`src/rtl/bsc_divider.sv`:
```
// iterative 32-bit divider, unsigned core, signed wrapping
module bsc_divider (
    input  logic        i_clk,
    input  logic        i_rst_n,
    input  logic        i_start,
    input  logic        i_signed,
    input  logic [31:0] i_num,
    input  logic [31:0] i_den,
    output logic        o_busy,
    output logic [31:0] o_quot
);
    logic [31:0] r_rem, n_rem, r_q, n_q, r_d, n_d;
    logic [5:0]  r_cnt, n_cnt;
    logic        r_neg, n_neg;
    logic [32:0] w_trial;
    logic [31:0] w_an, w_dn;

    assign w_an = (i_signed && i_num[31]) ? (32'd0 - i_num) : i_num;
    assign w_dn = (i_signed && i_den[31]) ? (32'd0 - i_den) : i_den;
    assign w_trial = {r_rem, r_q[31]} - {1'b0, r_d};
    assign o_busy = (r_cnt != 6'd0);
    assign o_quot = r_neg ? (32'd0 - r_q) : r_q;

    always_comb begin
        n_rem = r_rem; n_q = r_q; n_d = r_d; n_cnt = r_cnt; n_neg = r_neg;
        if (i_start) begin
            n_rem = 32'd0; n_q = w_an; n_d = w_dn; n_cnt = 6'd32;
            n_neg = i_signed && (i_num[31] ^ i_den[31]);
        end else if (r_cnt != 6'd0) begin
            n_cnt = r_cnt - 6'd1;
            if (!w_trial[32]) begin
                n_rem = w_trial[31:0];
                n_q = {r_q[30:0], 1'b1};
            end else begin
                n_rem = {r_rem[30:0], r_q[31]};
                n_q = {r_q[30:0], 1'b0};
            end
        end
    end

    always_ff @(posedge i_clk) begin
        if (!i_rst_n) begin
            r_cnt <= 6'd0;
        end else begin
            r_cnt <= n_cnt;
        end
        r_rem <= n_rem; r_q <= n_q; r_d <= n_d; r_neg <= n_neg;
    end
endmodule

```
`config.mk`:
```
export PLATFORM = sky130hd
export DESIGN_NAME = bsc_divider
export DESIGN_NICKNAME = d
export VERILOG_FILES = /design/src/rtl/bsc_divider.sv
export SDC_FILE = /design/constraint.sdc
export NUM_CORES = 1
export LEC_CHECK = 0
export BUFFER_PORTS_ARGS = -buffer_cell sky130_fd_sc_hd__buf_2
export CAP_MARGIN = 20
export CELL_PAD_IN_SITES_DETAIL_PLACEMENT = 0
export CELL_PAD_IN_SITES_GLOBAL_PLACEMENT = 2
export CORE_UTILIZATION = 37
export CTS_BUF_LIST = sky130_fd_sc_hd__clkbuf_2 sky130_fd_sc_hd__clkbuf_4 sky130_fd_sc_hd__clkbuf_8
export CTS_CLUSTER_SIZE = 24
export DETAILED_ROUTE_END_ITERATION = 12
export PLACE_DENSITY_LB_ADDON = 0.1
export SLEW_MARGIN = 15
export SYNTH_ARGS = -nofsm -noshare
export SYNTH_HDL_FRONTEND = slang
export SYNTH_SLANG_ARGS = --single-unit
```
`constraint.sdc`:
```
create_clock -name i_clk -period 4.72 [get_ports i_clk]
set_input_delay 0.472 -clock i_clk [delete_from_list [all_inputs] [get_ports i_clk]]
set_output_delay 0.472 -clock i_clk [all_outputs]
set_load 0.01 [all_outputs]
```
==> qor.csv <==
metric;value;unit
cts_tree;done;
drv_cap;0;
setup_viol;0;
use_met2;31.74;%
critPathMaxFanout;4;
hold_path.class;in2reg;
hpwl;16.89;mm
ir_worst_vdd;0.1910;mV
core;21150;um2
worstSetupEndpointType;primary output;
power_density;491.7;nW/um2
drt_iter0_drc;366;
synth-seq-area-share;33.71;%
regArea;2713;um2
drc_errors;0;
synth.distinct_cells;61;
crit_type;reg2out;
n_fill_cell;2168;
grt_usage;21.35;%
synth_seq_cells;103;
multi_input_area;4951;um2
synthTopCellsByArea;edfxtp_1, dfxtp_1, xnor2_1, ha_1, a21oi_1;
hold_violations;0;
fin_util;42.55;%
synthAdderAreaFrac;6.002;%
min_period;4060;ps
vias_per_cell;5.493;
drv_slew;0;
p_total;4.426;mW
cts_resized;0;
cts_setup_buffers;0;
synth_compound_area_share;20.04;%
synth.cell_area;8046;um2
start_util;38.04;%
top_level_ports;101;
clock-sinks;103;
netlist_instances;957;
row_count;53;
clkTransAtPathRegs;120;ps
grt_max_degree;82;
syn_avg_cell_area;8.408;um2
ys_warn_count;0;
synthMuxAreaShare;0.2488;%
synth_nets;1063;
cts_root_buf;clkbuf_8;
synth_edf_count;65;
grt_setup_unrepaired;no;
placed_area;8807;um2
busiest_layer;met2;
yosys_most_used_dff;edfxtp_1;
leakage;3.573;nW
clk_latency;400;ps
clock_path_buffers;2;
max_stage_delay;570;ps
slowest_stage;or4_4;
fp.dieH;149.5;um
met1_usage;31.57;%
syn2layout_area_growth;11.86;%
post_drt_wl_per_cell;17.47;um
crit_path_cell_trace;or4_4 -> or4_1 -> or2_1 -> or3_1 -> or4_1 -> o31ai_1 -> xnor2_1 -> buf_2;
fin_crit_sh;86.02;%
grt_pass1_wl;37.49;mm
place_congestion;0.8226;
numCtsBuffers;9;
synth_top_cell_by_area;edfxtp_1;
final_antenna_net_count;0;
met3_usage;4.085;%
slew_headroom;24.18;%
die_x;149.5;um
synthArstFlopShare;0;%
maxClockFrequency;246.3;MHz
finalClockSkew;14.10;ps
status;finished clean;
start_kind;flip-flop;
synth_top_family_by_area;simple AND/OR/NAND/NOR gates;
port_buffers;100;
grt.overflow.total;0;
yosys.area_share.simple;22.53;%
drt-total-wl;22.92;mm
critPathArrivalTime;3590;ps
ctsHtreeMaxLevel;3;
tightest_slew;1136;ps
cts_hold_buf;0;
vias;7207;
hold_slack;311.8;ps
synth_xor_area_share;12.63;%
crit_top_cell;or4_1;
antenna_found_initial;6;
synth_top_area_share;24.26;%
first_pass_iters;5;
drive_gt1_share;13.71;%
dieArea;22340;um2
grt_pass1_vias;6973;
totalNegativeSetupSlack;0;ps
fin_area;9001;um2
cp_data_required_time;4250;ps
fin_nets;1137;
worst paths after layout:
path | cells past startpoint | from | end | slack (ps)
setup / recovery | 8 | r_q[12]$_DFFE_PP_ | o_quot[28] | 660
hold / removal | 2 | i_rst_n | r_cnt[5]$_SDFFE_PN0P_ | 310
hold reg to reg | 2 | r_cnt[1]$_SDFFE_PP0P_ | r_cnt[1]$_SDFFE_PP0P_ | 520
setup reg to reg | 14 | r_q[31]$_DFFE_PP_ | r_rem[18]$_SDFFE_PP0P_ | 810
metal layers:
metal  vias up  routed length (um)
li1       3647                   -
met1      3386               11850
met2       151                9583
met3        17                1214
met4         6                 231
met5         -                  34
registers in the layout, summed over array words and instances (netlist names):
signal  count
r_d        32
r_q        32
r_rem      32
r_cnt       6
r_neg       1
kinds of logic (layout without fill, tap and decap cells):
| logic type | count (synthesis) | after routing |
|---|---|---|
| and+or+nand+nor | 339 | 339 |
| AOI/OAI and AO/OA | 257 | 257 |
| xor gates and xnor gates | 116 | 116 |
| DFF | 103 | 103 |
| buffers and inverters | 102 | 181 |
| adders and majority gates | 38 | 38 |
| muxes | 2 | 2 |
| other | 0 | 1 |
cells in the final DEF (no fill, tap or decap), types with 10 or more instances in the layout:
master / instances
o211ai_1: 23
xor2_1: 44
edfxtp_1: 65
or4_1: 11
o21ai_0: 54
or3_1: 10
dfxtp_1: 38
buf_4: 15
nor3_1: 18
o31ai_1: 14
nor4_1: 10
a21o_1: 16
a21oi_1: 91
nand3_1: 19
o41ai_1: 11
ha_1: 37
inv_1: 50
nand2b_1: 25
xnor2_1: 72
nand2_1: 56
nand3b_1: 31
nor2_1: 89
nand4_1: 29
buf_2: 99
critical path, delay by kind of cell (launching register included):
family,cells,cell delay (ps)
buf+inv,1,160
compound gates,1,310
flops,1,470
xor+xnor,1,170
simple gates,5,2090
per-stage QoR:
| step | std cells | setup WS (ps) |
|---|---|---|
| 2_1_floorplan | 957 | 1383 |
| 3_3_place_gp | 1295 | 985.5 |
| 3_5_place_dp | 1295 | 789.0 |
| 4_1_cts | 1311 | 630.3 |
| 5_1_grt | 1311 | 431.5 |
| 6_report | 1312 | 660.0 |
cell usage after synthesis (9+ instances only):
cell type,n
nand2b_1,25
o21ai_0,54
a21o_1,16
nand3_1,19
or4_1,11
nand3b_1,31
nor4_1,10
or3_1,10
dfxtp_1,38
o31ai_1,14
xor2_1,44
nor3_1,18
o211ai_1,23
edfxtp_1,65
inv_1,50
ha_1,37
a21oi_1,91
clkbuf_1,45
nand4_1,29
nand2_1,56
nor2b_1,9
o41ai_1,11
nor2_1,90
xnor2_1,72
power breakdown:
group | internal (mW) | switching [mW]
Combinational | 0.922 | 1.44
Clock | 0.208 | 0.363
Sequential | 1.25 | 0.239
area by class of cell:
| type | count | area share (%) |
|---|---|---|
| inverters | 51 | 2.127 |
| well taps | 275 | 3.823 |
| diodes | 1 | 0.02780 |
| repair buffers | 114 | 6.756 |
| multi-input cells | 752 | 55.00 |
| clock inverters | 7 | 0.7506 |
| flip-flops and latches | 103 | 30.14 |
| clock buffers | 9 | 1.376 |
(Power assumes the default switching activity.)
